[config.mk]
export PLATFORM = sky130hd
export DESIGN_NAME = mips_decode_execute_stage
export DESIGN_NICKNAME = d
export VERILOG_FILES = /design/src/rtl/mdx_pkg.sv /design/src/rtl/mdx_decode.sv /design/src/rtl/mdx_alu.sv /design/src/rtl/mips_decode_execute_stage.sv
export SDC_FILE = /design/constraint.sdc
export NUM_CORES = 1
export LEC_CHECK = 0
export ABC_CLOCK_PERIOD_IN_PS = 7000
export BUFFER_PORTS_ARGS = -buffer_cell sky130_fd_sc_hd__buf_2
export CAP_MARGIN = 25
export CORE_MARGIN = 1
export CORE_UTILIZATION = 59
export CTS_BUF_LIST = sky130_fd_sc_hd__clkbuf_8
export DETAILED_ROUTE_END_ITERATION = 6
export HOLD_SLACK_MARGIN = 0.06
export PLACE_DENSITY = 0.83
export SLEW_MARGIN = 20
export SYNTH_ARGS = -nofsm -noshare
export SYNTH_HDL_FRONTEND = slang
export SYNTH_SLANG_ARGS = --single-unit
[constraint.sdc]
create_clock -name clk -period 7 [get_ports clk]
set_input_delay 0.35 -clock clk [delete_from_list [all_inputs] [get_ports clk]]
set_output_delay 0.35 -clock clk [all_outputs]
set_load 0.01 [all_outputs]
[src/rtl/mdx_pkg.sv]
package mdx_pkg;

	localparam logic [5:0] OP_RTYPE = 6'h00;
	localparam logic [5:0] OP_J     = 6'h02;
	localparam logic [5:0] OP_BEQ   = 6'h04;
	localparam logic [5:0] OP_BNE   = 6'h05;
	localparam logic [5:0] OP_BGTZ  = 6'h07;
	localparam logic [5:0] OP_ADDI  = 6'h08;
	localparam logic [5:0] OP_ADDIU = 6'h09;
	localparam logic [5:0] OP_SLTI  = 6'h0a;
	localparam logic [5:0] OP_ORI   = 6'h0d;
	localparam logic [5:0] OP_LUI   = 6'h0f;
	localparam logic [5:0] OP_LW    = 6'h23;
	localparam logic [5:0] OP_SW    = 6'h2b;

	localparam logic [5:0] FN_ADD  = 6'h20;
	localparam logic [5:0] FN_ADDU = 6'h21;
	localparam logic [5:0] FN_SUB  = 6'h22;
	localparam logic [5:0] FN_SUBU = 6'h23;
	localparam logic [5:0] FN_SLT  = 6'h2a;
	localparam logic [5:0] FN_SLTU = 6'h2b;

	typedef enum logic [3:0] {
		ALU_ZERO,
		ALU_ADD,
		ALU_SUB,
		ALU_SLT,
		ALU_SLTU,
		ALU_ADDI,
		ALU_LUI,
		ALU_SLTI,
		ALU_ORI,
		ALU_BEQ,
		ALU_BNE,
		ALU_BGTZ
	} alu_op_t;

	typedef struct packed {
		logic    reg_write;
		logic    mem_to_reg;
		logic    mem_read;
		logic    mem_write;
		logic    is_branch;
		logic    is_jump;
		logic    unknown_op;
		logic    dest_rd;
		alu_op_t alu_op;
	} ctrl_t;

endpackage

[src/rtl/mdx_decode.sv]
module mdx_decode
	import mdx_pkg::*;
(
	input  logic [31:0] instruction,
	output ctrl_t       ctrl
);

	logic [5:0] op;
	logic [5:0] fn;

	assign op = instruction[31:26];
	assign fn = instruction[5:0];

	always_comb begin
		ctrl = '0;
		ctrl.alu_op = ALU_ZERO;
		if (instruction != '0) begin
			ctrl.dest_rd = (op == OP_RTYPE);
			case (op)
				OP_RTYPE: begin
					ctrl.reg_write = 1'b1;
					case (fn)
						FN_ADD, FN_ADDU: ctrl.alu_op = ALU_ADD;
						FN_SUB, FN_SUBU: ctrl.alu_op = ALU_SUB;
						FN_SLT:          ctrl.alu_op = ALU_SLT;
						FN_SLTU:         ctrl.alu_op = ALU_SLTU;
						default: begin
							ctrl.reg_write  = 1'b0;
							ctrl.unknown_op = 1'b1;
						end
					endcase
				end
				OP_LW: begin
					ctrl.reg_write  = 1'b1;
					ctrl.mem_to_reg = 1'b1;
					ctrl.mem_read   = 1'b1;
					ctrl.alu_op     = ALU_ADDI;
				end
				OP_SW: begin
					ctrl.mem_write = 1'b1;
					ctrl.alu_op    = ALU_ADDI;
				end
				OP_BEQ: begin
					ctrl.is_branch = 1'b1;
					ctrl.alu_op    = ALU_BEQ;
				end
				OP_BNE: begin
					ctrl.is_branch = 1'b1;
					ctrl.alu_op    = ALU_BNE;
				end
				OP_BGTZ: begin
					ctrl.is_branch = 1'b1;
					ctrl.alu_op    = ALU_BGTZ;
				end
				OP_J: begin
					ctrl.is_jump = 1'b1;
				end
				OP_LUI: begin
					ctrl.reg_write = 1'b1;
					ctrl.alu_op    = ALU_LUI;
				end
				OP_ADDI, OP_ADDIU: begin
					ctrl.reg_write = 1'b1;
					ctrl.alu_op    = ALU_ADDI;
				end
				OP_SLTI: begin
					ctrl.reg_write = 1'b1;
					ctrl.alu_op    = ALU_SLTI;
				end
				OP_ORI: begin
					ctrl.reg_write = 1'b1;
					ctrl.alu_op    = ALU_ORI;
				end
				default: begin
					ctrl.unknown_op = 1'b1;
				end
			endcase
		end
	end

endmodule

[src/rtl/mdx_alu.sv]
module mdx_alu
	import mdx_pkg::*;
(
	input  alu_op_t     alu_op,
	input  logic [31:0] rs_data,
	input  logic [31:0] rt_data,
	input  logic [15:0] imm,
	output logic [31:0] result,
	output logic        taken
);

	logic [31:0] simm;
	logic [31:0] diff;
	logic        gtz;

	assign simm = {{16{imm[15]}}, imm};
	assign diff = rs_data - rt_data;
	assign gtz  = !rs_data[31] && (rs_data != '0);

	always_comb begin
		result = '0;
		taken  = 1'b0;
		case (alu_op)
			ALU_ADD:  result = rs_data + rt_data;
			ALU_SUB:  result = diff;
			ALU_SLT:  result = {31'd0, $signed(rs_data) < $signed(rt_data)};
			ALU_SLTU: result = {31'd0, rs_data < rt_data};
			ALU_ADDI: result = rs_data + simm;
			ALU_LUI:  result = {imm, 16'd0};
			ALU_SLTI: result = {31'd0, $signed(rs_data) < $signed(simm)};
			ALU_ORI:  result = rs_data | {16'd0, imm};
			ALU_BEQ: begin
				result = diff;
				taken  = (diff == '0);
			end
			ALU_BNE: begin
				result = diff;
				taken  = (diff != '0);
			end
			ALU_BGTZ: begin
				result = {31'd0, gtz};
				taken  = gtz;
			end
			default: begin
				result = '0;
				taken  = 1'b0;
			end
		endcase
	end

endmodule

[src/rtl/mips_decode_execute_stage.sv]
// A word accepted by start goes through the input register, then decode and one 32-bit
// ALU operation into the result register, and shows on the result ports with done high.
// Throughput: one word per cycle; busy is always low.
// The receiver cannot stall; done is high for a single cycle per word, and the results are held until the next word.
// Reset: arst_n clears the valid flags; no result is shown until a new start.
module mips_decode_execute_stage
	import mdx_pkg::*;
(
	input  logic        clk,
	input  logic        arst_n,
	input  logic        start,
	output logic        busy,
	input  logic [31:0] instruction,
	input  logic [31:0] rs_data,
	input  logic [31:0] rt_data,
	input  logic [31:0] next_pc,
	output logic        done,
	output logic [31:0] alu_result,
	output logic        taken,
	output logic [31:0] branch_target,
	output logic [31:0] jump_target,
	output logic [4:0]  dest_reg,
	output logic        reg_write,
	output logic        mem_to_reg,
	output logic        mem_read,
	output logic        mem_write,
	output logic        is_branch,
	output logic        is_jump,
	output logic        unknown_op
);

	logic        valid_s1;
	logic [31:0] instr_s1;
	logic [31:0] rs_s1;
	logic [31:0] rt_s1;
	logic [31:0] npc_s1;

	ctrl_t       ctrl;
	logic [31:0] alu_res;
	logic        alu_taken;
	logic        bubble;
	logic [31:0] btgt;
	logic [31:0] jtgt;
	logic [4:0]  dst;

	logic        valid_s2;
	logic [31:0] res_s2;
	logic        taken_s2;
	logic [31:0] btgt_s2;
	logic [31:0] jtgt_s2;
	logic [4:0]  dst_s2;
	ctrl_t       ctrl_s2;

	assign busy = 1'b0;

	always_ff @(posedge clk or negedge arst_n) begin
		if (!arst_n) begin
			valid_s1 <= 1'b0;
		end else begin
			valid_s1 <= start && !busy;
		end
	end

	always_ff @(posedge clk) begin
		if (start && !busy) begin
			instr_s1 <= instruction;
			rs_s1    <= rs_data;
			rt_s1    <= rt_data;
			npc_s1   <= next_pc;
		end
	end

	mdx_decode u_decode (
		.instruction (instr_s1),
		.ctrl        (ctrl)
	);

	mdx_alu u_alu (
		.alu_op  (ctrl.alu_op),
		.rs_data (rs_s1),
		.rt_data (rt_s1),
		.imm     (instr_s1[15:0]),
		.result  (alu_res),
		.taken   (alu_taken)
	);

	assign bubble = (instr_s1 == '0);
	assign btgt   = bubble ? '0 : npc_s1 + {{14{instr_s1[15]}}, instr_s1[15:0], 2'b00};
	assign jtgt   = bubble ? '0 : {npc_s1[31:28], instr_s1[25:0], 2'b00};
	assign dst    = bubble ? '0 : (ctrl.dest_rd ? instr_s1[15:11] : instr_s1[20:16]);

	always_ff @(posedge clk or negedge arst_n) begin
		if (!arst_n) begin
			valid_s2 <= 1'b0;
		end else begin
			valid_s2 <= valid_s1;
		end
	end

	always_ff @(posedge clk) begin
		if (valid_s1) begin
			res_s2   <= alu_res;
			taken_s2 <= alu_taken;
			btgt_s2  <= btgt;
			jtgt_s2  <= jtgt;
			dst_s2   <= dst;
			ctrl_s2  <= ctrl;
		end
	end

	assign done          = valid_s2;
	assign alu_result    = res_s2;
	assign taken         = taken_s2;
	assign branch_target = btgt_s2;
	assign jump_target   = jtgt_s2;
	assign dest_reg      = dst_s2;
	assign reg_write     = ctrl_s2.reg_write;
	assign mem_to_reg    = ctrl_s2.mem_to_reg;
	assign mem_read      = ctrl_s2.mem_read;
	assign mem_write     = ctrl_s2.mem_write;
	assign is_branch     = ctrl_s2.is_branch;
	assign is_jump       = ctrl_s2.is_jump;
	assign unknown_op    = ctrl_s2.unknown_op;

endmodule

======== Yosys cells after proc, flatten, opt, wreduce, memory -nomap -nowiden ========
Index checks and enable logic that the tools add are counted.
operators by class
  $add $sub $neg .......................... 4
  order comparisons ....................... 3
  equal/unequal tests ..................... 28
  muxes and demuxes ....................... 14
  bitwise logic cells ..................... 1
  reductions and logical operators ........ 16
operator list
  kind                                                  number
  one-hot mux 32 bit (9 select lines)                   1
  adder 32 bit                                          3
  nonzero test 32 bit                                   3
  logical NOT 32 bit                                    2
  less-than comparator 32 bit                           2
  equality test 6 bit (second input constant)           8
  less-than comparator 32 x 16 -> 1 bit                 1
  OR 32 x 16 -> 32 bit                                  1
  one-hot mux 4 bit (8 select lines)                    1
  subtractor 32 bit                                     1
  equality test 6 x 4 -> 1 bit (second input constant)  5
  equality test 6 x 3 -> 1 bit (second input constant)  3
  equality test 4 x 3 -> 1 bit (second input constant)  4
  equality test 4 bit (second input constant)           4
  one-hot mux 3 bit (4 select lines)                    1
  OR reduction 6 bit                                    2
  OR reduction 11 bit                                   1
  2-to-1 mux 5 bit                                      2
  equality test 4 x 2 -> 1 bit (second input constant)  2
  equality test 6 x 2 -> 1 bit (second input constant)  1
  logical NOT 6 bit                                     1
  OR reduction 3 bit                                    2
  2-to-1 mux 1 bit                                      5
  equality test 4 x 1 -> 1 bit (second input constant)  1
  other kinds (7)                                       9
word-level totals
  register bits after elaboration ......... 239
  output and inout port bits .............. 111

======== Logic depth before layout (Yosys ltp) ========
Gate-level depths: netlist of run 1.
  depth after elaboration ................. 8
  gate-level depth with buffers ........... 25
  gate-level depth less buffers ........... 23

======== By module ========
Synthesis of run 1 repeated with hierarchy kept, for this count alone.
unflattened totals
  cell total of the unflattened synthesis .. 1509
  area total of the unflattened synthesis .. 15473.6 um^2
by module, submodules not included
  module                     instances  cells each  area each (um^2)  seq. area each (um^2)
  mips_decode_execute_stage  1          567         9255.1            7106.8
  mdx_alu                    1          873         5795.6            0.0
  mdx_decode                 1          69          422.9             0.0

======== Least setup slack after synthesis of run 1 ========
No wires, ideal clock.
  path type ............................... register -> register
  from .................................... register instr_s1[31]
  to ...................................... register res_s2[28], in the netlist alu_result[28], data pin
  setup time .............................. 0.271 ns
  arrival time ............................ 4.833 ns
  setup slack ............................. 1.896 ns
  cell stages (with the launch flop) ...... 24
  buffers on the path ..................... 3
  cell sequence ........................... edfxtp_1 -> or2_2 -> buf_2 -> nor2_1 -> nand2_1 -> nor4_1 -> a31oi_1 -> o221ai_1 -> clkbuf_1 -> clkbuf_1 -> nand2_1 -> o21ai_0 -> ha_1 -> a21o_1 -> a221o_1 -> a21oi_1 -> a21oi_1 -> nor3_1 -> o21ai_0 -> o221ai_1 -> nor2b_1 -> nor2_1 -> a2111oi_0 -> o31ai_1
between the ends
  longest elaborated chain between the ends .. 7
  elaborated cells between the ends (all ways) .. 28
  classes of those cells .................. eq/ne (21); mux (3); reduce/logical (4)
RTL lines
  item                                                                 line                              source
  from (decl)                                                          mips_decode_execute_stage.sv:33   logic [31:0] instr_s1;
  from (signal assigned)                                               mips_decode_execute_stage.sv:66   instr_s1 <= instruction;
  equality test 6 bit or equality test 6 x 4 -> 1 bit (tied branches)  mdx_decode.sv:19                  case (op)
  OR reduction 4 bit (no line)                                         n/a
  one-hot mux 4 bit (8 select lines)                                   mdx_decode.sv:19
  2-to-1 mux 5 bit (*)                                                 mdx_decode.sv:17                  if (instruction != '0) begin
  equality test 4 x 2 -> 1 bit or equality test 4 bit (tied branches)  mdx_alu.sv:23                     case (alu_op)
  OR reduction 3 bit (no line)                                         n/a
  one-hot mux 32 bit (9 select lines) (*)                              mdx_alu.sv:23
  net alu_res[28]                                                      mips_decode_execute_stage.sv:39   logic [31:0] alu_res;
  to (signal assigned)                                                 mips_decode_execute_stage.sv:102  res_s2 <= alu_res;
  to (decl)                                                            mips_decode_execute_stage.sv:47   logic [31:0] res_s2;
The timed path passes the listed nets; every way through them passes the cells marked *.
A chain may end at the register's enable or synchronous reset.

======== Final worst setup path of run 1 ========
Ends and elaborated chain as after synthesis.

==> results_tabular.tex, run 1 <==
\begin{tabular}{lr}
\hline
Metric & Value \\
\hline
\multicolumn{2}{l}{\textbf{Run status}} \\
Run status & finished, final reports clean \\
\multicolumn{2}{l}{\textbf{Clocking}} \\
Clk sink count & 236 \\
Source-to-sink clock delay at the later pin of the worst-skew pair & 0.56 ns \\
Maximum level of the CTS H-tree & 2 \\
CTS Root Buffer Type & clkbuf\_8 \\
CTS max path bufs & 3 \\
CTS tree & done \\
Post-CTS setup buffer count & 0 \\
Worst-path clk slew & 0.06 ns \\
Inserted Clock Buffers & 38 \\
Number of buffers inserted by hold repair at cts & 129 \\
Post-cts repair resize count & 0 \\
\multicolumn{2}{l}{\textbf{Synth}} \\
Average footprint of a synthesized cell & 10.81 sq um \\
List of most frequent post-synthesis cells & edfxtp\_1 (234), ha\_1 (144), nand2\_1 (122) \\
Seq/Total Area, Yosys & 49.59\% \\
Unique cell type count in the Yosys netlist & 70 \\
Synth Cell Area & 0.01427 sq mm \\
Number of enable flip-flop cells after synthesis & 234 \\
Cell types with the largest area share after synthesis & edfxtp\_1 (49\%), ha\_1 (13\%), nand2\_1 (3.2\%) \\
Dominant cell by count in the synthesized netlist & edfxtp\_1 \\
Most common flop cell mapped by yosys & edfxtp\_1 \\
Gate Count Post-Synth & 1320 \\
Share of synthesized flip-flops with an asynchronous set or reset & 0.8475\% \\
Flop and latch count out of synthesis & 236 \\
Biggest area consumer among synthesized cells & edfxtp\_1 \\
Warnings from Yosys & 0 \\
Share of Yosys cell area claimed by the top area cell type & 49.24\% \\
\multicolumn{2}{l}{\textbf{Route}} \\
Detailed-routing iteration count for the pre-antenna-repair pass & 6 \\
DR iter-0 viols & 1451 \\
Post-DR wirelength/cell & 20.47 um \\
DRC Markers & 0 \\
Routed vias/inst & 6.074 \\
Total vias in the final route & 12270 \\
Total wirelength of the detailed-routed design & 41350 um \\
Antenna-violating nets left & 0 \\
\multicolumn{2}{l}{\textbf{Floorplan}} \\
Die extent in y & 157.5 um \\
Count of standard-cell rows & 56 \\
Top-Level Pins & 242 \\
Placeable core region & 0.02361 sq mm \\
Die Area & 0.02481 sq mm \\
Die Span X & 157.5 um \\
Starting density of the core & 60.44\% \\
\multicolumn{2}{l}{\textbf{Worst setup path}} \\
Worst-path maximum fanout & 19 \\
Crit path cell chain & or2\_2 > nor2\_1 > nand2\_1 > nor4\_1 > nand2\_1 > nor2\_1 > o221ai\_2 > buf\_4 > or2\_2 > nand2\_1 > ha\_1 > a21o\_1 > a21o\_1 > a21oi\_1 > nand2\_1 > nor3\_1 > o21ai\_0 > o221ai\_1 > nor2b\_1 > nor2\_1 > a2111oi\_0 > o31ai\_1 \\
Startpoint types & flop \\
Most common cell on crit path & nand2\_1 \\
Worst flop-to-flop path endpoint & alu\_result[28] \\
Arr. time, crit path & 6.58 ns \\
Start of the worst register-to-register path & instr\_s1[31] \\
Required arrival time at the worst endpoint & 7.28 ns \\
Largest stage delay on the critical path & 0.61 ns \\
Family with the most delay on the worst path & simple AND/OR/NAND/NOR gates \\
Logic depth of the worst setup path including buffers & 22 \\
Logic depth of the worst register-to-register path & 22 \\
Worst Path Buf+Inv & 1 \\
R2R Setup Slk & 0.70 ns \\
Type of destination of the critical path & flop \\
Critical path's slowest cell & nor4\_1 \\
Kind of critical path & reg -> reg \\
\multicolumn{2}{l}{\textbf{Power and ir drop}} \\
Power per cell area & 230.3 mW/mm\^{}2 \\
Peak supply drop & 0.0001982 V \\
Static leakage & 0.007707 uW \\
\multicolumn{2}{l}{\textbf{Final layout}} \\
Filler instances & 1556 \\
Layout Nets & 1954 \\
Diode count & 0 \\
Share of final-layout standard cells stronger than drive strength 1 & 18.28\% \\
Area growth from synthesis to layout & 23.65\% \\
\multicolumn{2}{l}{\textbf{STA}} \\
Hold\_ws & 0.1196 ns \\
Setup TNS & 0 ns \\
Setup repair after global routing missed its margin & no \\
Fmax & 158.8 MHz \\
Clock skew after layout & 0.03103 ns \\
Worst-Margin Slew & 1.068 ns \\
Setup violations, final & 0 \\
Period utilisation layout & 89.97\% \\
Final critical path time including I/O delays and setup & 6.298 ns \\
Worst relative slew slack & 28.83\% \\
Final hold vios & 0 \\
Max-slew violation count & 0 \\
\multicolumn{2}{l}{\textbf{Hold path}} \\
Path type of the worst min-delay path & in -> async \\
\multicolumn{2}{l}{\textbf{GRT}} \\
First-pass GRT wire length & 62800 um \\
Congestion Overflow GR & 0 \\
Pin count of the biggest net entering global routing & 80 \\
Initial antenna violation count & 0 \\
Number of global-route vias before repair & 12010 \\
Overall fraction of global-route tracks in use & 33.27\% \\
\multicolumn{2}{l}{\textbf{Placed design}} \\
Port buffer count & 238 \\
Gp weighted congestion & 0.9764 \\
HPWL after detailed placement & 27580 um \\
\multicolumn{2}{l}{\textbf{Flow run}} \\
Reported max-cap violation count & 0 \\
\hline
\end{tabular}
[per-layer routing]
metal / vias to the layer above / GRT usage (%) / wire, um
li1: 5612 / - / -
met1: 5749 / 40.48 / 15450
met2: 756 / 56.05 / 20170
met3: 153 / 6.498 / 3790
met4: 0 / 17.38 / 1941
met5: - / 0 / 0
[where the power goes]
group | total, uW | internal (uW) | switching (uW)
Combinational | 1150 | 492 | 653
Sequential | 1860 | 1740 | 118
Clock | 1060 | 516 | 546
[layout by cell type (no fill, tap or decap), types with 4 or more instances in the layout]
master	n
a222oi_1	15
o21ai_0	80
and3_1	9
o211ai_1	6
o221ai_1	16
buf_2	237
nand4_1	16
a21oi_1	86
xor2_1	35
or3_1	10
buf_4	10
inv_1	104
a21boi_0	4
nor3_1	17
nand2_1	122
dlygate4sd3_1	129
nor2_1	72
a211oi_1	10
ha_1	144
or2_2	5
edfxtp_1	234
o31ai_1	8
a31oi_1	14
a21o_1	45
o21bai_1	6
clkinv_1	11
o2111ai_1	4
nand2b_1	19
xnor2_1	47
nand3_1	26
clkbuf_8	39
o21a_1	9
nor4_1	21
nor2b_1	21
[metrics by stage]
stage / instances / util [%] / power, uW / instance area (sq um) / worst slack [ns]
2_1_floorplan: 1322 / - / 2572 / 14280 / 1.896
3_3_place_gp: 1826 / 66.53 / 2881 / 15710 / 1.207
3_5_place_dp: 1826 / 66.53 / 2915 / 15710 / 0.9727
4_1_cts: 2020 / 74.74 / 4007 / 17650 / 0.9580
5_1_grt: 2020 / 74.74 / 4243 / 17650 / 0.4071
6_report: 2020 / 74.74 / 4064 / 17650 / 0.7024
[cell type report]
class                   count  area [sq um]  share of cell area (%)
flip-flops and latches    236          7081                   40.12
multi-input cells         932          6624                   37.54
repair buffers            376          2552                   14.46
clock buffers              39         536.8                   3.042
well taps                 319         399.1                   2.262
inverters                  92         345.3                   1.957
clock inverters            26         108.9                  0.6168
[worst max-delay path by stage]
stage,start,to,slack (ns)
after floorplan,instr_s1[31],alu_result[28],1.90
after global placement,instr_s1[31],alu_result[28],1.21
after detailed placement,instr_s1[31],alu_result[28],0.97
after CTS,instr_s1[31],alu_result[28],0.96
after global routing,instr_s1[31],alu_result[28],0.41
final,instr_s1[31],alu_result[28],0.70
[cell families (layout without fill, tap and decap cells)]
family                     Yosys count  count (layout)  synth area share (%)
and+or+nand+nor                    358             358                 12.18
AOI/OAI and AO/OA                  338             338                 15.64
DFF                                236             236                 49.59
buffers and inverters              154             533                 4.182
adders and majority gates          147             147                 13.05
xor gates and xnor gates            82              82                 5.032
muxes                                4               4                0.3068
other                                1               3               0.02628
Note: power is estimated with default switching activity, not from simulation.
==> inputs of run 2 (changes only) <==
CORE_UTILIZATION = 57   (was 59)
CTS_BUF_LIST = default   (was sky130_fd_sc_hd__clkbuf_8)
PLACE_DENSITY = 0.81   (was 0.83)
==> run 2 against run 1 <==
  * The flow now finishes with violations (DRC)
  * Clock power grew 24%
  * Global-route usage decreased by 1.5 points
  * Maximum frequency grew 4.1%
  * Combinational power is essentially flat
  * Register-to-register slack gained 0.25 ns
  * Via count is 1.9% lower
  * Clock skew fell by 0.015 ns
==> results_tabular.tex, run 2 (synthesis results as in run 1) <==
\begin{tabular}{lr}
\hline
Metric & Value \\
\hline
\multicolumn{2}{l}{\textbf{Route}} \\
DR iter-0 viols & 1348 (was 1451) \\
Antenna-violating nets left & 0 (unchanged) \\
Detailed-routing iteration count for the pre-antenna-repair pass & 7 (was 6) \\
Post-DR wirelength/cell & 20.46 um (was 20.47 um) \\
Total wirelength of the detailed-routed design & 41080 um (was 41350 um) \\
Routed vias/inst & 5.997 (was 6.074) \\
Total vias in the final route & 12040 (was 12270) \\
DRC Markers & 3 (was 0) \\
\multicolumn{2}{l}{\textbf{STA}} \\
Clock skew after layout & 0.01607 ns (was 0.03103 ns) \\
Setup violations, final & 0 (unchanged) \\
Final hold vios & 0 (unchanged) \\
Max-slew violation count & 0 (unchanged) \\
Final critical path time including I/O delays and setup & 6.052 ns (was 6.298 ns) \\
Setup TNS & 0 ns (unchanged) \\
Fmax & 165.2 MHz (was 158.8 MHz) \\
Period utilisation layout & 86.46\% (was 89.97\%) \\
Worst relative slew slack & 36.03\% (was 28.83\%) \\
Setup repair after global routing missed its margin & no (unchanged) \\
Hold\_ws & 0.1490 ns (was 0.1196 ns) \\
Worst-Margin Slew & 0.9596 ns (was 1.068 ns) \\
\multicolumn{2}{l}{\textbf{Final layout}} \\
Layout Nets & 1944 (was 1954) \\
Area growth from synthesis to layout & 24.98\% (was 23.65\%) \\
Most common cell after layout, fill and taps aside & buf\_2 (unchanged) \\
Share of final-layout standard cells stronger than drive strength 1 & 18.30\% (was 18.28\%) \\
Commonest non-fill, non-tap cells in the layout & buf\_2 (237), edfxtp\_1 (234), ha\_1 (144) (unchanged) \\
Final instance count without filler cells & 2008 (was 2020) \\
\multicolumn{2}{l}{\textbf{GRT}} \\
Number of global-route vias before repair & 11740 (was 12010) \\
Pin count of the biggest net entering global routing & 70 (was 80) \\
Overall fraction of global-route tracks in use & 31.74\% (was 33.27\%) \\
Congestion Overflow GR & 0 (unchanged) \\
First-pass GRT wire length & 62950 um (was 62800 um) \\
Initial antenna violation count & 1 (was 0) \\
\multicolumn{2}{l}{\textbf{Clocking}} \\
Source-to-sink clock delay at the later pin of the worst-skew pair & 0.54 ns (was 0.56 ns) \\
CTS max path bufs & 3 (unchanged) \\
Inserted Clock Buffers & 25 (was 38) \\
Clk sink count & 236 (unchanged) \\
Post-cts repair resize count & 0 (unchanged) \\
Maximum level of the CTS H-tree & 1 (was 2) \\
Worst-path clk slew & 0.06 ns (about the same) \\
CTS Root Buffer Type & clkbuf\_16 (was clkbuf\_8) \\
CTS tree & done (unchanged) \\
\multicolumn{2}{l}{\textbf{Floorplan}} \\
Top-Level Pins & 242 (unchanged) \\
Placeable core region & 0.02446 sq mm (was 0.02361 sq mm) \\
Count of standard-cell rows & 57 (was 56) \\
Die extent in y & 160.2 um (was 157.5 um) \\
Die Area & 0.02567 sq mm (was 0.02481 sq mm) \\
Starting density of the core & 58.34\% (was 60.44\%) \\
Die Span X & 160.2 um (was 157.5 um) \\
\multicolumn{2}{l}{\textbf{Worst setup path}} \\
Startpoint types & flop (unchanged) \\
Type of destination of the critical path & flop (unchanged) \\
Start of the worst register-to-register path & instr\_s1[31] (unchanged) \\
Required arrival time at the worst endpoint & 7.27 ns (was 7.28 ns) \\
Worst-path maximum fanout & 19 (unchanged) \\
R2R Setup Slk & 0.95 ns (was 0.70 ns) \\
Crit path cell chain & or2\_2 > nor2\_1 > nand2\_1 > nor4\_1 > a31oi\_1 > o221ai\_2 > buf\_8 > mux2\_2 > ha\_1 > inv\_1 > fa\_1 > nor2b\_1 > o31a\_1 > o2111ai\_1 > a21oi\_1 > nor3\_1 > o21ai\_0 > o221ai\_1 > nor2b\_1 > nor2\_1 > a2111oi\_0 > o31ai\_1 (was or2\_2 > nor2\_1 > nand2\_1 > nor4\_1 > nand2\_1 > nor2\_1 > o221ai\_2 > buf\_4 > or2\_2 > nand2\_1 > ha\_1 > a21o\_1 > a21o\_1 > a21oi\_1 > nand2\_1 > nor3\_1 > o21ai\_0 > o221ai\_1 > nor2b\_1 > nor2\_1 > a2111oi\_0 > o31ai\_1) \\
Largest stage delay on the critical path & 0.59 ns (was 0.61 ns) \\
Kind of critical path & reg -> reg (unchanged) \\
Arr. time, crit path & 6.32 ns (was 6.58 ns) \\
Worst flop-to-flop path endpoint & alu\_result[28] (unchanged) \\
Logic depth of the worst register-to-register path & 22 (unchanged) \\
Critical path's slowest cell & nor4\_1 (unchanged) \\
\multicolumn{2}{l}{\textbf{Placed design}} \\
HPWL after detailed placement & 28550 um (was 27580 um) \\
Post-placement cell count & 1833 (was 1826) \\
Port buffer count & 238 (unchanged) \\
Gp weighted congestion & 0.9581 (was 0.9764) \\
\multicolumn{2}{l}{\textbf{Run status}} \\
Run status & finished, violations left (was finished, final reports clean) \\
Violations in the final reports & DRC \\
\multicolumn{2}{l}{\textbf{Power and ir drop}} \\
Power per cell area & 241.8 mW/mm\^{}2 (was 230.3 mW/mm\^{}2) \\
Static leakage & 0.007740 uW (was 0.007707 uW) \\
Peak supply drop & 0.0002420 V (was 0.0001982 V) \\
\multicolumn{2}{l}{\textbf{Flow run}} \\
Reported max-cap violation count & 0 (unchanged) \\
\multicolumn{2}{l}{\textbf{Hold path}} \\
Path type of the worst min-delay path & in -> async (unchanged) \\
\hline
\end{tabular}
## run 2: through the flow
| step | util [%] | setup slack, ns | area (sq um) | total power (uW) |
|---|---|---|---|---|
| 6_report | 72.91 | 0.9479 | 17840 | 4313 |
| 5_1_grt | 72.90 | 0.5321 | 17830 | 4488 |
| 4_1_cts | 72.84 | 0.9354 | 17820 | 4282 |
| 3_5_place_dp | 64.31 | 0.9829 | 15730 | 2927 |
| 3_3_place_gp | 64.31 | 1.229 | 15730 | 2900 |
| 2_1_floorplan | - | 1.896 | 14280 | 2572 |
## run 2: power by group
group	switching, uW	internal [uW]	leakage (uW)
clock network	550	764	0.000390
logic	653	494	0.00505
registers	114	1740	0.00230
total	1320	3000	0.00774
## run 2: cell type report
cell class	instances	area (sq um)
Sequential cell	236	7081
Inverter	92	345.3
Tap cell	324	405.4
Clock buffer	29	640.6
Clock inverter	15	155.1
Antenna cell	1	2.502
Timing Repair Buffer	379	2582
Multi-Input combinational cell	932	6624
Fill cell	1675	6626
## run 2: metal layers
layer	GRT usage [%]	up-vias	share of wire (%)
li1	-	5605	-
met5	0	-	0
met2	54.27	672	48
met1	40.18	5621	40
met4	15.11	0	5.1
met3	3.792	144	7.6
## run 2: what timing repair did
action                    in CTS  in global routing
hold endpoints to repair     130                  0
hold buffers                 129                  0
buffers inserted               0                  0
## run 2: worst max path at each step
stage	from	end	slack, ns	cells past startpoint
final	instr_s1[31]	alu_result[28]	0.95	22
after global routing	instr_s1[30]	alu_result[28]	0.53	22
after CTS	instr_s1[31]	alu_result[28]	0.94	22
after detailed placement	instr_s1[30]	alu_result[28]	0.98	22
after global placement	instr_s1[30]	alu_result[28]	1.23	21
after floorplan	instr_s1[31]	alu_result[28]	1.90	23
## run 2: critical path: cells and delay by family, from the launching register on
kind,cells,cell delay (ns)
AND/OR/NAND/NOR,8,1.96
multiplexers,1,0.34
AO/OA/AOI/OAI,9,2.35
adder cells (fa/ha/maj),2,0.41
buffers and inverters,2,0.29
flip-flops,1,0.45
==> inputs of run 3 (changes only) <==
==> constraint.sdc (replaced) <==
create_clock -name clk -period 7 [get_ports clk]
set_input_delay 1.05 -clock clk [delete_from_list [all_inputs] [get_ports clk]]
set_output_delay 1.05 -clock clk [all_outputs]
set_load 0.01 [all_outputs]
==> run 3 against run 2 <==
  * The run still ends with DRC left
  * Clock skew is 0.0057 ns lower
  * Power fell by 2.3%
  * Clock power about the same
  * Count of clock-buffer cells in the layout is the same
  * Critical path depth did not move
  * Maximum frequency is 0.30% higher
  * Sequential share of layout area up 3.1 points
==> results_tabular.tex, run 3 (synthesis results as in run 1) <==
\begin{tabular}{lr}
\hline
Metric & Value \\
\hline
\multicolumn{2}{l}{\textbf{Power and ir drop}} \\
Power per cell area & 254.7 mW/mm\^{}2 (was 241.8 mW/mm\^{}2) \\
Static leakage & 0.007201 uW (was 0.007740 uW) \\
Peak supply drop & 0.0002357 V (was 0.0002420 V) \\
\multicolumn{2}{l}{\textbf{GRT}} \\
First-pass GRT wire length & 57920 um (was 62950 um) \\
Congestion Overflow GR & 0 (unchanged) \\
Overall fraction of global-route tracks in use & 29.22\% (was 31.74\%) \\
Pin count of the biggest net entering global routing & 70 (unchanged) \\
Initial antenna violation count & 2 (was 1) \\
Number of global-route vias before repair & 10820 (was 11740) \\
\multicolumn{2}{l}{\textbf{STA}} \\
Period utilisation layout & 86.20\% (was 86.46\%) \\
Clock skew after layout & 0.01033 ns (was 0.01607 ns) \\
Worst relative slew slack & 39.05\% (was 36.03\%) \\
Max-slew violation count & 0 (unchanged) \\
Final critical path time including I/O delays and setup & 6.034 ns (was 6.052 ns) \\
Setup TNS & 0 ns (unchanged) \\
Fmax & 165.7 MHz (was 165.2 MHz) \\
Setup repair after global routing missed its margin & no (unchanged) \\
Setup violations, final & 0 (unchanged) \\
Final hold vios & 0 (unchanged) \\
Worst-Margin Slew & 0.9142 ns (was 0.9596 ns) \\
\multicolumn{2}{l}{\textbf{Worst setup path}} \\
Worst flop-to-flop path endpoint & alu\_result[28] (unchanged) \\
Worst-path maximum fanout & 19 (unchanged) \\
R2R Setup Slk & 0.97 ns (was 0.95 ns) \\
Arr. time, crit path & 6.29 ns (was 6.32 ns) \\
Type of destination of the critical path & flop (unchanged) \\
Start of the worst register-to-register path & instr\_s1[31] (unchanged) \\
Startpoint types & flop (unchanged) \\
Logic depth of the worst register-to-register path & 22 (unchanged) \\
Origin of the worst setup path & instr\_s1[31] (unchanged) \\
Kind of critical path & reg -> reg (unchanged) \\
Required arrival time at the worst endpoint & 7.26 ns (was 7.27 ns) \\
\multicolumn{2}{l}{\textbf{Final layout}} \\
Layout Nets & 1815 (was 1944) \\
Final Util & 67.64\% (was 72.91\%) \\
Share of final-layout standard cells stronger than drive strength 1 & 19.82\% (was 18.30\%) \\
Most common cell after layout, fill and taps aside & buf\_2 (unchanged) \\
Commonest non-fill, non-tap cells in the layout & buf\_2 (237), edfxtp\_1 (234), ha\_1 (144) (unchanged) \\
Area growth from synthesis to layout & 15.95\% (was 24.98\%) \\
Final instance count without filler cells & 1880 (was 2008) \\
\multicolumn{2}{l}{\textbf{Placed design}} \\
HPWL after detailed placement & 28550 um (unchanged) \\
Post-placement cell count & 1833 (unchanged) \\
Port buffer count & 238 (unchanged) \\
Gp weighted congestion & 0.9581 (unchanged) \\
\multicolumn{2}{l}{\textbf{Route}} \\
Routed vias/inst & 6.022 (was 5.997) \\
Detailed-routing iteration count for the pre-antenna-repair pass & 7 (unchanged) \\
DRC Markers & 2 (was 3) \\
Total wirelength of the detailed-routed design & 37650 um (was 41080 um) \\
Total vias in the final route & 11320 (was 12040) \\
DR iter-0 viols & 1308 (was 1348) \\
Post-DR wirelength/cell & 20.03 um (was 20.46 um) \\
Antenna-violating nets left & 0 (unchanged) \\
\multicolumn{2}{l}{\textbf{Floorplan}} \\
Die Area & 0.02567 sq mm (unchanged) \\
Placeable core region & 0.02446 sq mm (unchanged) \\
Count of standard-cell rows & 57 (unchanged) \\
Starting density of the core & 58.34\% (unchanged) \\
Top-Level Pins & 242 (unchanged) \\
Die extent in y & 160.2 um (unchanged) \\
Die Span X & 160.2 um (unchanged) \\
\multicolumn{2}{l}{\textbf{Clocking}} \\
Maximum level of the CTS H-tree & 1 (unchanged) \\
Post-cts repair resize count & 0 (unchanged) \\
Number of buffers inserted by hold repair at cts & 0 (was 129) \\
Post-CTS setup buffer count & 0 (unchanged) \\
CTS Root Buffer Type & clkbuf\_16 (unchanged) \\
Worst-path clk slew & 0.06 ns (about the same) \\
CTS tree & done (unchanged) \\
Inserted Clock Buffers & 25 (unchanged) \\
Clk sink count & 236 (unchanged) \\
CTS max path bufs & 3 (unchanged) \\
Source-to-sink clock delay at the later pin of the worst-skew pair & 0.53 ns (was 0.54 ns) \\
\multicolumn{2}{l}{\textbf{Flow run}} \\
Reported max-cap violation count & 0 (unchanged) \\
\multicolumn{2}{l}{\textbf{Run status}} \\
Violations in the final reports & DRC (unchanged) \\
Run status & finished, violations left (unchanged) \\
\multicolumn{2}{l}{\textbf{Hold path}} \\
Path type of the worst min-delay path & in -> async (unchanged) \\
\hline
\end{tabular}
==> run 3: cell types whose count changed in the layout (fill, tap and decap cells not counted), sizes merged <==
cell         change
diode            +1
dlygate4sd3    -129
==> run 3: power breakdown <==
| group | internal [uW] | switching [uW] | total, uW | leakage [uW] |
|---|---|---|---|---|
| clock | 763 | 528 | 1290 | 0.000390 |
| combinational | 446 | 628 | 1070 | 0.00451 |
| sequential | 1740 | 111 | 1850 | 0.00230 |
| total | 2950 | 1270 | 4210 | 0.00720 |
==> run 3: routing by layer <==
layer | wire length [um] | GRT usage, %
met5 | 0 | 0
met4 | 1946 | 14.81
met3 | 2823 | 4.623
met2 | 17410 | 48.08
met1 | 15470 | 37.50
==> run 3: worst max-delay path by stage <==
stage,endpoint,depth (start not counted)
global placement,alu_result[28],21
finish,alu_result[28],22
CTS,alu_result[28],22
floorplan,alu_result[28],23
global route,alu_result[28],22
detailed placement,alu_result[28],22
==> run 3: layout make-up <==
| class | instances | area, sq um |
|---|---|---|
| fill | 1846 | 7915 |
| sequential | 236 | 7081 |
| multi-input combinational | 932 | 6624 |
| timing repair buffer | 250 | 1291 |
| clock buffer | 29 | 640.6 |
| tap | 324 | 405.4 |
| inverter | 92 | 345.3 |
| clock inverter | 15 | 155.1 |
| antenna | 2 | 5.005 |
==> run 3: critical path, cell delays in order, from the launching register on <==
cell and delay (ns):
edfxtp_1 0.44, or2_2 0.39, nor2_1 0.14, nand2_1 0.24
nor4_1 0.58, a31oi_1 0.30, o221ai_2 0.24, buf_8 0.22
mux2_2 0.34, ha_1 0.20, inv_1 0.07, fa_1 0.21
nor2b_1 0.07, o31a_1 0.26, o2111ai_1 0.25, a21oi_1 0.19
nor3_1 0.23, o21ai_0 0.22, o221ai_1 0.35, nor2b_1 0.24
nor2_1 0.05, a2111oi_0 0.42, o31ai_1 0.10
==> run 3: through the flow <==
step	instance area, sq um	hold WS, ns	worst slack (ns)	total power (uW)
2_1_floorplan	14280	0.5006	1.896	2572
3_3_place_gp	15730	0.4408	1.229	2900
3_5_place_dp	15730	0.4401	0.9829	2927
4_1_cts	16530	0.2803	0.9354	4226
5_1_grt	16550	0.2825	0.5405	4407
6_report	16550	0.2945	0.9662	4214
